==> src/aenv_pkg.sv <==
`timescale 1ns / 1ps
`default_nettype none

package aenv_pkg;

   localparam int LEVEL_BITS = 24;
   localparam int CSR_DATA_BITS = 32;
   localparam int CSR_INDEX_BITS = 1;
   localparam logic [CSR_DATA_BITS-1:0] TICKS_RESET = 32'd4800;

   typedef enum logic [CSR_INDEX_BITS-1:0] {
      CSR_ATTACK_TICKS  = 1'b0,
      CSR_RELEASE_TICKS = 1'b1
   } csr_index_type;

   typedef enum logic [1:0] {
      PHASE_IDLE = 2'd0,
      PHASE_ON   = 2'd1,
      PHASE_OFF  = 2'd2
   } phase_type;

   typedef enum logic [3:0] {
      ST_IDLE   = 4'b0001,
      ST_DIV    = 4'b0010,
      ST_UPDATE = 4'b0100,
      ST_HOLD   = 4'b1000
   } seq_state_type;

endpackage

`default_nettype wire

==> src/aenv_div.sv <==
`timescale 1ns / 1ps
`default_nettype none

module aenv_div
   import aenv_pkg::*;
#(
   parameter int LEVEL_FRAC_BITS = 23,
   parameter int TICK_BITS = 32
) (
   input  wire logic                       clock,
   input  wire logic                       reset,
   input  wire logic                       start,
   input  wire logic [TICK_BITS-1:0]       divisor,
   output logic                            done,
   output logic [LEVEL_FRAC_BITS:0]        quotient
);

   localparam int LW = LEVEL_FRAC_BITS + 1;
   localparam int CNT_BITS = $clog2(LW + 1);
   localparam logic [LW-1:0] LEVEL_ONE = LW'(1) << LEVEL_FRAC_BITS;

   logic [LW-1:0]        q_ff, q_in;
   logic [TICK_BITS-1:0] rem_ff, rem_in;
   logic [TICK_BITS-1:0] div_ff, div_in;
   logic [CNT_BITS-1:0]  cnt_ff, cnt_in;
   logic                 busy_ff, busy_in;
   logic                 done_ff, done_in;
   logic [TICK_BITS:0]   shifted;
   logic [TICK_BITS:0]   diff;
   logic                 ge;

   always_comb begin
      shifted = {rem_ff, q_ff[LW-1]};
      diff = shifted - {1'b0, div_ff};
      ge = shifted >= {1'b0, div_ff};
      q_in = q_ff;
      rem_in = rem_ff;
      div_in = div_ff;
      cnt_in = cnt_ff;
      busy_in = busy_ff;
      done_in = 1'b0;
      if (start) begin
         q_in = LEVEL_ONE;
         rem_in = '0;
         div_in = divisor;
         cnt_in = CNT_BITS'(LW);
         busy_in = 1'b1;
      end else if (busy_ff) begin
         rem_in = ge ? diff[TICK_BITS-1:0] : shifted[TICK_BITS-1:0];
         q_in = {q_ff[LW-2:0], ge};
         cnt_in = cnt_ff - CNT_BITS'(1);
         if (cnt_ff == CNT_BITS'(1)) begin
            busy_in = 1'b0;
            done_in = 1'b1;
         end
      end
   end

   always_ff @(posedge clock) begin
      q_ff <= q_in;
      rem_ff <= rem_in;
      div_ff <= div_in;
      cnt_ff <= cnt_in;
      if (reset) begin
         busy_ff <= 1'b0;
         done_ff <= 1'b0;
      end else begin
         busy_ff <= busy_in;
         done_ff <= done_in;
      end
   end

   assign done = done_ff;
   assign quotient = q_ff;

endmodule

`default_nettype wire

==> config.mk <==
export PLATFORM = sky130hd
export DESIGN_NAME = aenv_div
export DESIGN_NICKNAME = d
export VERILOG_FILES = /design/src/aenv_pkg.sv /design/src/aenv_div.sv
export SDC_FILE = /design/constraint.sdc
export NUM_CORES = 1
export LEC_CHECK = 0
export ABC_AREA = 1
export BUFFER_PORTS_ARGS = -buffer_cell sky130_fd_sc_hd__buf_2
export CORE_ASPECT_RATIO = 0.75
export CORE_MARGIN = 2
export CORE_UTILIZATION = 45
export CTS_CLUSTER_DIAMETER = 100
export DETAILED_ROUTE_END_ITERATION = 8
export PLACE_DENSITY_LB_ADDON = 0.12
export RECOVER_POWER = 100
export SLEW_MARGIN = 10
export SYNTH_ARGS = -nofsm -noshare
export SYNTH_HDL_FRONTEND = slang
export SYNTH_SLANG_ARGS = --single-unit
export TNS_END_PERCENT = 5
==> constraint.sdc <==
create_clock -name clock -period 5.9 [get_ports clock]
set_input_delay 0.59 -clock clock [delete_from_list [all_inputs] [get_ports clock]]
set_output_delay 0.59 -clock clock [all_outputs]
set_load 0.005 [all_outputs]
==> results of run 1 <==
==> final cells by class <==
cell class,count,area (um^2),area share
clock buffers,9,225,0.0314
multi-input cells,656,3440,0.479
clock inverters,7,65.1,0.00907
flip-flops and latches,95,2230,0.310
inverters,181,679,0.0947
well taps,200,250,0.0349
repair buffers,63,292,0.0406
==> cell usage after synthesis, drive strengths merged <==
cell type / n / area share
nand2: 294 / 0.18
nor2: 101 / 0.068
nor4: 1 / 0.00095
a21oi: 33 / 0.027
o31ai: 1 / 0.0011
xor2: 13 / 0.017
o21bai: 2 / 0.0023
inv: 181 / 0.10
nand4: 32 / 0.030
o21ai: 29 / 0.022
nand3: 99 / 0.098
and3: 1 / 0.00095
clkbuf: 11 / 0.0063
o21a: 1 / 0.0011
a21o: 1 / 0.0011
nand3b: 4 / 0.0046
fa: 1 / 0.0030
dfxtp: 63 / 0.19
buf: 20 / 0.023
edfxtp: 32 / 0.15
xnor2: 1 / 0.0013
and2: 3 / 0.0029
ha: 34 / 0.065
nor3: 4 / 0.0038
or2: 1 / 0.00095
==> power groups by stage <==
stage                     clock [mW]  combinational [mW]  sequential, mW
final                          0.578               0.205           0.729
after detailed placement           0               0.207           0.743
after global placement             0               0.208           0.743
after global routing           0.624               0.234           0.734
after floorplan                    0               0.145           0.741
after CTS                      0.597               0.209           0.728
==> layer usage <==
layer | track usage | vias to the layer above
met1 | 0.322 | 2575
met3 | 0.0395 | 12
met2 | 0.308 | 114
met5 | 0 | -
met4 | 0.0497 | 0
li1 | - | 3093
==> worst register-to-register path, delay by kind of cell, from the launching register on <==
kind	cells	cell delay, ns
adder cells (fa/ha/maj)	1	0.35
AO/OA/AOI/OAI	1	0.14
flip-flops	1	0.32
AND/OR/NAND/NOR	11	2.71
buffers and inverters	2	0.11
==> stage by stage <==
| stage | area (um^2) | utilization |
|---|---|---|
| after floorplan | 6570 | - |
| after global placement | 6950 | 0.484 |
| after detailed placement | 6950 | 0.484 |
| after CTS | 7240 | 0.504 |
| after global routing | 7180 | 0.500 |
| final | 7180 | 0.500 |
==> cell usage in the layout, fill, tap and decap left out, types with 4 or more instances in the layout <==
| master | instances |
|---|---|
| ha_1 | 34 |
| a21oi_1 | 32 |
| nand2_2 | 10 |
| xor2_1 | 13 |
| inv_2 | 7 |
| nand3_1 | 70 |
| buf_2 | 38 |
| clkbuf_16 | 9 |
| nand2_1 | 283 |
| nand3_2 | 29 |
| dfxtp_1 | 62 |
| clkbuf_1 | 22 |
| nor2_2 | 9 |
| edfxtp_1 | 32 |
| nand3b_1 | 4 |
| o21ai_0 | 29 |
| inv_1 | 173 |
| nor2_1 | 88 |
| nand4_1 | 32 |
==> kinds of logic (layout without fill, tap and decap cells) <==
logic type	Yosys count	count (layout)	share of synthesized area
AND/OR/NAND/NOR	540	540	0.387
adder cells (fa/ha/maj)	35	35	0.0678
flip-flops	95	95	0.338
AO/OA/AOI/OAI	67	67	0.0552
XOR/XNOR	14	14	0.0187
buffers and inverters	212	260	0.133
==> state kept, by name, indices dropped and copies added, names as in the netlist <==
name,flops
rem_ff,32
cnt_ff,5
div_ff,32
busy_ff,1
quotient,24
done,1
==> worst paths after layout <==
| path | cells after the start | endpoint | from |
|---|---|---|---|
| worst max register to register | 15 | rem_ff[21] | div_ff[20] |
| worst min register to register | 2 | cnt_ff[4] | cnt_ff[4] |
| worst min-delay path | 1 | div_ff[14] | divisor[14] |
| worst max-delay path | 15 | rem_ff[21] | div_ff[20] |
==> results.md, run 1 <==
* Status: finished, violations left
* Failing checks: max-capacitance violations, max-slew violations
* Worst EP arrival at 3.99 ns
* Synthesized Nets at 1,033
* Crit path top cell by count: nand2_1
* Starting density of the core at 0.457
* Sequential power share at 0.482
* Die area at between 0.015 and 0.02 mm^2
* 1st-iter DRT viols at about 390
* Site row count at 38
* Fmax at about 270 MHz
* # Post-CTS Setup Buffers at 0
* Leakage at 3.90 nW
* Seq/Total Area, Yosys at 0.338
* Met3 wire len at around 800 um
* First-pass GRT wire length at 26.1 mm
* CTS resizes at 0
* Worst slew margin at -0.668
* Grt total ovfl at 0
* Hold buffer count at cts at 0
* Min Tclk post-route at approximately 3.7 ns
* Fin. max-slew vios at between 100 and 150
* CTS Sinks at 95
* Worst Max-Slew Pin Slew at 2.50 ns
* Fin crit share at 0.634
* DR vias/cell at between 4 and 5
* Clock tree buffer depth at 2
* DP Wirelength at ~11 mm
* Critical path's largest stage delay at 1.10 ns
* P_int at roughly 1.1 mW
* Fill cells at about 1.5k
* Synthesized flop and latch total at between 90 and 100
* Router iterations before antenna repair at 5
* CTS root buffer: clkbuf_16
* Num ports at 60
* HP Class: primary input to flip-flop
* Crit. End Element: flip-flop
* Area of the core at roughly 0.014 mm^2
* Dpl cells at 1,195
* Worst-path maximum fanout at 33
* Wire length on met2 at 6.18 mm
* Setup slack after layout at 2.16 ns
* Post-Syn Area at around 0.0066 mm^2
* P&R area growth vs syn at 9.26%
* Routed wire length per instance at 12.8 um
* Layout Cells excl Fill at 1,211
* R2R setup slack at 2.16 ns
* Largest net degree at the start of global routing at around 90
* Initial antenna violation count at 0
* Final wirelength at 15.5 mm
* DRT met1 WL at ~8.4 mm
* Crit-path cells: inv_1, ha_1, nand2_1, nand2_1, inv_1, nand2_1, nand2_1, nand2_1, nand2_1, nand3_1, nor2_8, nand2_1, nand2_1, nand3_2, a21oi_1
* # diodes at 0
* Max Cap Viol at 3
* Clk slew on worst S/H paths at 0.08 ns
* Final setup skew at between 0.01 and 0.015 ns
* Clock latency on the worst-skew pair at between 0.3 and 0.4 ns
* Worst path bufs/invs at 2
* Sw Pwr at approximately 0.44 mW
* Cell variety after synth at 40
* Final GP Congestion at roughly 0.94
* CTS H-tree depth at 3
* Critical Path RT at 6.15 ns
* Highest ir drop seen on vdd at 0.139 mV
* CTS tree: built
* Setup violators final at 0
* Highest routed layer: met4
* Worst hold slack at roughly 0.4 ns
* Largest delay share family, worst path: simple AND/OR/NAND/NOR gates
* Synth Instances at a little under 1k
* TNS Setup at 0 ns
* Antenna Nets Post-Route at 0
* # nets final at between 1k and 1.5k
* TritonCTS Buffers at 9
* Pwr/cell area at 211 mW/mm^2
* Share of cells above drive strength 1 at 0.118
* Hold Fails Final Rpt at 0
* Power share of the combinational group at 0.135
* Overall routing resource usage at 0.212
* # DRC at 0
* Chip Height at ~110 um
* Crit start category: flip-flop
* PortBufs at slightly below 60
* Net Sw Frac at 0.290
* Vias in the first global route at ~5.3k
* Slowest-stage cell, CP: nand2_1
* Total power at around 1.5 mW
* RSZ-0062 raised after global routing: false
* Via count at between 5k and 6k
* Pre-CTS WS at 3.21 ns
* Synth warn at 0
* Die width at approximately 140 um
* Clk pwr share at 0.383
* Kind of critical path: flip-flop to flip-flop
* Synthesized area per cell at 6.82 um^2
Note: power is estimated with default switching activity, not from simulation.
==> run 2: changes to the inputs <==
--- a/config.mk
+++ b/config.mk
@@ -5,7 +5,7 @@
 export SDC_FILE = /design/constraint.sdc
 export NUM_CORES = 1
 export LEC_CHECK = 0
-export ABC_AREA = 1
+export ABC_AREA = 0
 export BUFFER_PORTS_ARGS = -buffer_cell sky130_fd_sc_hd__buf_2
 export CORE_ASPECT_RATIO = 0.75
 export CORE_MARGIN = 2
==> constraint.sdc (replaced) <==
create_clock -name clock -period 3.55 [get_ports clock]
set_input_delay 0.355 -clock clock [delete_from_list [all_inputs] [get_ports clock]]
set_output_delay 0.355 -clock clock [all_outputs]
set_load 0.005 [all_outputs]
==> run 2 against run 1 <==
Against the previous run: the flow still finishes with violations (max-capacitance violations, max-slew violations); critical path depth down 3; count of clock-buffer cells in the layout is the same; maximum frequency rose by 17%; worst hold slack got worse by 0.23 ns; synthesized area down 18%; combinational power grew to 3.7 times the previous value; global-route usage shrank 2.2 points; critical path type unchanged; critical endpoint is now rem_ff[13].
==> results.md, run 2 <==
* Status: finished, violations left
* Failing checks: max-capacitance violations, max-slew violations
* Final setup skew at roughly 0.013 ns
* Commonest non-fill, non-tap cell in the layout: nor2_1
* # nets final at between 700 and 800
* RSZ-0062 raised after global routing: false
* Fin crit share at 0.899
* Post-synth EDFFs at 32
* Cell variety after synth at 60
* Min Tclk post-route at ~3.2 ns
* TNS Setup at 0 ns
* TritonCTS Buffers at 9
* P&R area growth vs syn at 13.0%
* Seq/Total Area, Yosys at 0.411
* Highest ir drop seen on vdd at about 0.25 mV
* Routed wire length per instance at roughly 14 um
* PortBufs at just under 60
* Grt total ovfl at 0
* Hold buffer count at cts at 0
* CTS resizes at 0
* Worst hold slack at 0.170 ns
* Share of cells above drive strength 1 at 0.132
* Initial antenna violation count at 0
* Crit. End Element: flip-flop
* 1st-iter DRT viols at 244
* Die area at between 0.01 and 0.015 mm^2
* Crit start category: flip-flop
* CTS Sinks at 95
* DR vias/cell at 5.26
* Largest area contributor in the netlist: dfxtp_1
* Worst EP arrival at about 3.3 ns
* # DRC at 0
* Fmax at 313 MHz
* Synth Instances at around 600
* Clock latency on the worst-skew pair at about 0.35 ns
* Pwr/cell area at around 500 mW/mm^2
* Clock tree buffer depth at 2
* # Post-CTS Setup Buffers at 0
* Post-synth top cells: nor2_1 (86), dfxtp_1 (63), a21oi_1 (47)
* Most common cell in the netlist: nor2_1
* Synthesized area per cell at ~9.1 um^2
* Most frequent cells in the layout: nor2_1 (86), dfxtp_1 (62), buf_2 (52), a21oi_1 (47), inv_1 (46)
* Synthesized flop and latch total at 95
* Worst Max-Slew Pin Slew at 1.63 ns
* Hold Crit Endpoint: busy_ff
* Site row count at 34
* Vias in the first global route at about 4.0k
* DP Wirelength at between 8 and 9 mm
* Router iterations before antenna repair at 5
* Fin. max-slew vios at about 140
* Die width at around 130 um
* Synth warn at 0
* First-pass GRT wire length at between 15 and 20 mm
* Starting density of the core at 0.464
* Final GP Congestion at around 0.94
* Hold Fails Final Rpt at 0
* Synthesized Nets at 667
* CTS root buffer: clkbuf_16
* Kind of critical path: flip-flop to flip-flop
* Final wirelength at roughly 12 mm
* Post-route cell area at just over 0.006 mm^2
* Worst-path maximum fanout at 18
* Async SR Flop Fraction at 0
* FF-to-FF path depth at 12
* Fill cells at around 1.1k
* Num ports at 60
* Chip Height at 99.0 um
* # diodes at 0
* Hold depth at 2
* Area of the core at between 0.01 and 0.015 mm^2
* Critical Path RT at between 3 and 4 ns
* Top cells by area, synth: dfxtp_1 (23%), edfxtp_1 (18%), ha_1 (7.9%)
* Largest net degree at the start of global routing at 74
* CTS H-tree depth at 3
* Hold path start: reset
* Antenna Nets Post-Route at 0
* Overall routing resource usage at 0.190
* Max Cap Viol at 2
* Clk slew on worst S/H paths at roughly 0.08 ns
* HP Class: primary input to flip-flop
* Prevailing post-synth register cell: dfxtp_1
* Via count at roughly 4.3k
* Area after DPL at approximately 0.0058 mm^2
* Worst slew margin at -0.0884
* Leakage at 2.62 nW
* R2r startpoint: div_ff[1]
* CTS tree: built
* Top cell type's share of synthesized area at 0.233
* Post-Syn Area at approximately 0.0054 mm^2
* Setup violators final at 0
* Worst r2r dst: rem_ff[13]
* R2R setup slack at about 0.36 ns
run 2: cell types whose count changed after synthesis, sizes merged, moves of 15 or more:
cell    delta
a21oi     +16
nand3     -92
a211oi    +27
nand4     -24
nand2    -255
inv      -135
xnor2     +17
nor2      -15
mux2i     +33
run 2: cell families (layout without fill, tap and decap cells):
| logic type | after synthesis | after routing | synth area share |
|---|---|---|---|
| AO/OA/AOI/OAI | 152 | 152 | 0.191 |
| XOR/XNOR | 27 | 27 | 0.0437 |
| adder cells (fa/ha/maj) | 35 | 35 | 0.0823 |
| buffers and inverters | 74 | 128 | 0.0567 |
| flip-flops | 95 | 95 | 0.411 |
| multiplexers | 35 | 35 | 0.0652 |
| AND/OR/NAND/NOR | 179 | 179 | 0.150 |
run 2: critical path, cell delays in order (launching register included):
cell,delay [ns]
edfxtp_1,0.43
inv_1,0.08
ha_1,0.23
nor2b_1,0.15
o2111ai_1,0.27
a21oi_2,0.17
a211oi_4,0.35
a21oi_2,0.16
a31oi_4,0.50
clkbuf_2,0.36
nor2_1,0.09
a21oi_1,0.12
a211oi_1,0.09
run 2: cell type report:
class                      count  area (um^2)  share of cell area
clock inverter                 7         83.8              0.0137
sequential                    95         2220               0.364
tap                          162          203              0.0332
clock buffer                   9          225              0.0368
inverter                      46          173              0.0282
timing repair buffer          66          330              0.0540
multi-input combinational    428         2880               0.470
run 2: layer usage:
metal	GRT usage	routed length [um]
met1	0.293	6110
met2	0.266	4940
met3	0.0407	659
met4	0.0491	72
met5	0	0
run 2: worst max-delay path by stage:
stage	start	end	slack (ns)	cells past startpoint
3_5_place_dp	div_ff[1]	rem_ff[2]	0.43	12
2_1_floorplan	div_ff[4]	rem_ff[21]	1.02	12
6_report	div_ff[1]	rem_ff[13]	0.36	12
4_1_cts	div_ff[1]	rem_ff[2]	0.41	12
3_3_place_gp	div_ff[1]	rem_ff[2]	0.45	12
5_1_grt	div_ff[1]	rem_ff[9]	0.12	12
run 2: power breakdown:
part,total [mW],internal [mW],switching [mW]
Clock,0.975,0.504,0.470
Combinational,0.756,0.309,0.447
Sequential,1.27,1.20,0.0659
Total,3.00,2.02,0.983
run 2: stage by stage:
stage / setup WS, ns / util / instances / total power [mW]
after CTS: 0.409 / 0.527 / 813 / 3.04
final: 0.359 / 0.524 / 813 / 3.00
after global placement: 0.455 / 0.500 / 797 / 2.04
after global routing: 0.118 / 0.524 / 813 / 3.19
after detailed placement: 0.434 / 0.500 / 797 / 2.04
after floorplan: 1.02 / - / 597 / 1.87
==> run 3: changes to the inputs <==
--- a/config.mk
+++ b/config.mk
@@ -5,7 +5,7 @@
 export SDC_FILE = /design/constraint.sdc
 export NUM_CORES = 1
 export LEC_CHECK = 0
-export ABC_AREA = 0
+export ABC_AREA = 1
 export BUFFER_PORTS_ARGS = -buffer_cell sky130_fd_sc_hd__buf_2
 export CORE_ASPECT_RATIO = 0.75
 export CORE_MARGIN = 2
==> run 3 against run 2 <==
Against the previous run: the run still ends with max-capacitance violations, max-slew violations left; clock power rose by 6%; count of clock-buffer cells in the layout rose by 2; maximum frequency rose by 16%; sequential power fell by 5%; via count rose by 37%; worst hold slack got worse by 0.016 ns; sequential cell count did not move; critical endpoint is now rem_ff[30]; critical path depth rose by 3; cell count rose by 49%; first-iteration DRC count rose by 36%; combinational power fell by 55%; register-to-register slack improved by 0.44 ns.
==> results.md, run 3 (synthesis results as in run 1) <==
* Via count at 5,858
* Failing checks: max-capacitance violations, max-slew violations
* Largest net degree at the start of global routing at between 90 and 100
* Hold Fails Final Rpt at 0
* Worst EP arrival at between 2 and 3 ns
* Largest delay share family, worst path: simple AND/OR/NAND/NOR gates
* CTS Sinks at 95
* First-pass GRT wire length at approximately 26 mm
* DR vias/cell at around 4.8
* Initial antenna violation count at 0
* Chip Height at about 110 um
* Crit path top cell by count: nand2_1
* Die area at 0.0156 mm^2
* Final setup skew at approximately 0.0095 ns
* CTS tree: built
* Slowest-stage cell, CP: nor2_8
* Fmax at around 360 MHz
* Worst-path maximum fanout at 18
* Kind of critical path: flip-flop to flip-flop
* Highest ir drop seen on vdd at slightly below 0.2 mV
* Grt total ovfl at 0
* 1st-iter DRT viols at 333
* Share of cells above drive strength 1 at 0.108
* # nets final at 1,078
* HP Class: primary input to flip-flop
* # DRC at 0
* CTS resizes at 0
* Antenna Nets Post-Route at 0
* PortBufs at 59
* Fin. max-slew vios at 135
* Hold depth at 2
* Fin crit share at 0.774
* # Post-CTS Setup Buffers at 0
* Pwr/cell area at ~360 mW/mm^2
* Dpl cells at around 1.2k
* Max Cap Viol at 2
* Critical path's largest stage delay at 0.37 ns
* Worst path bufs/invs at 3
* Status: finished, violations left
* Critical Path RT at ~3.7 ns
* CTS root buffer: clkbuf_16
* Final wirelength at around 16 mm
* Leakage at slightly below 4 nW
* Worst slew margin at -0.555
* Starting density of the core at 0.457
* Router iterations before antenna repair at 5
* FF-to-FF path depth at 15
* Clock tree buffer depth at 2
* TritonCTS Buffers at 9
* Crit. End Element: flip-flop
* CTS H-tree depth at 3
* Overall routing resource usage at 0.212
* P&R area growth vs syn at 9.14%
* # diodes at 0
* Hold buffer count at cts at 0
* Worst hold slack at 0.154 ns
* Setup violators final at 0
* Site row count at 38
* Crit-path cells: inv_1, ha_1, nand2_1, nand2_1, a21oi_1, nand2_1, nand2_1, nand3_1, nor2_8, buf_4, nand3_1, nand2_1, inv_1, nand2_1, a21oi_1
* Commonest non-fill, non-tap cell in the layout: nand2_1
* Most frequent cells in the layout: nand2_1 (282), inv_1 (173), nor2_1 (88), nand3_1 (84), dfxtp_1 (62)
* Crit start category: flip-flop
* Area of the core at roughly 0.014 mm^2
* Num ports at 60
* DP Wirelength at around 12 mm
* Worst Max-Slew Pin Slew at approximately 2.3 ns
* Clk slew on worst S/H paths at ~0.07 ns
* Crit path depth at 15
* RSZ-0062 raised after global routing: false
* Min Tclk post-route at between 2 and 3 ns
* TNS Setup at 0 ns
* Die width at about 140 um
* Fill cells at approximately 1.6k
* Layout Cells excl Fill at between 1k and 1.5k
* Vias in the first global route at between 5k and 6k
* Clock latency on the worst-skew pair at ~0.36 ns
* Final GP Congestion at roughly 0.96
* Routed wire length per instance at approximately 13 um
## run 3: layer usage
metal / vias to the layer above / track usage / wire length (um)
met3: 13 / 0.0404 / 850
met5: - / 0 / 0
met2: 119 / 0.309 / 6210
li1: 3101 / - / -
met1: 2625 / 0.321 / 8390
met4: 0 / 0.0518 / 173
## run 3: area by class of cell
| type | count | area [um^2] | area share |
|---|---|---|---|
| Sequential cell | 95 | 2230 | 0.311 |
| Inverter | 181 | 679 | 0.0948 |
| Clock inverter | 5 | 56.3 | 0.00785 |
| Timing Repair Buffer | 65 | 308 | 0.0429 |
| Tap cell | 200 | 250 | 0.0349 |
| Multi-Input combinational cell | 656 | 3380 | 0.472 |
| Clock buffer | 11 | 264 | 0.0368 |
## run 3: stage by stage
stage	worst slack [ns]	cell area, um^2	total power, mW	util
floorplan	1.62	6570	1.47	-
global placement	0.972	6970	1.58	0.485
detailed placement	0.946	6970	1.58	0.485
CTS	0.944	7290	2.62	0.507
global route	0.611	7170	2.70	0.499
finish	0.802	7170	2.57	0.499
## run 3: where the power goes
group,switching [mW],internal (mW)
sequential,0.0267,1.18
clock,0.468,0.557
combinational,0.228,0.110
total,0.722,1.85
## run 3: worst paths after layout
| kind | from | endpoint | slack [ns] |
|---|---|---|---|
| min | reset | busy_ff | 0.15 |
| min reg2reg | cnt_ff[4] | cnt_ff[4] | 0.48 |
| max reg2reg | div_ff[24] | rem_ff[30] | 0.80 |
| max | div_ff[24] | rem_ff[30] | 0.80 |
## run 3: worst register-to-register path: cells and delay by family, from the launching register on
kind / cells / cell delay [ns]
flip-flops: 1 / 0.36
AND/OR/NAND/NOR: 9 / 1.15
buffers and inverters: 3 / 0.45
AO/OA/AOI/OAI: 2 / 0.29
adder cells (fa/ha/maj): 1 / 0.29
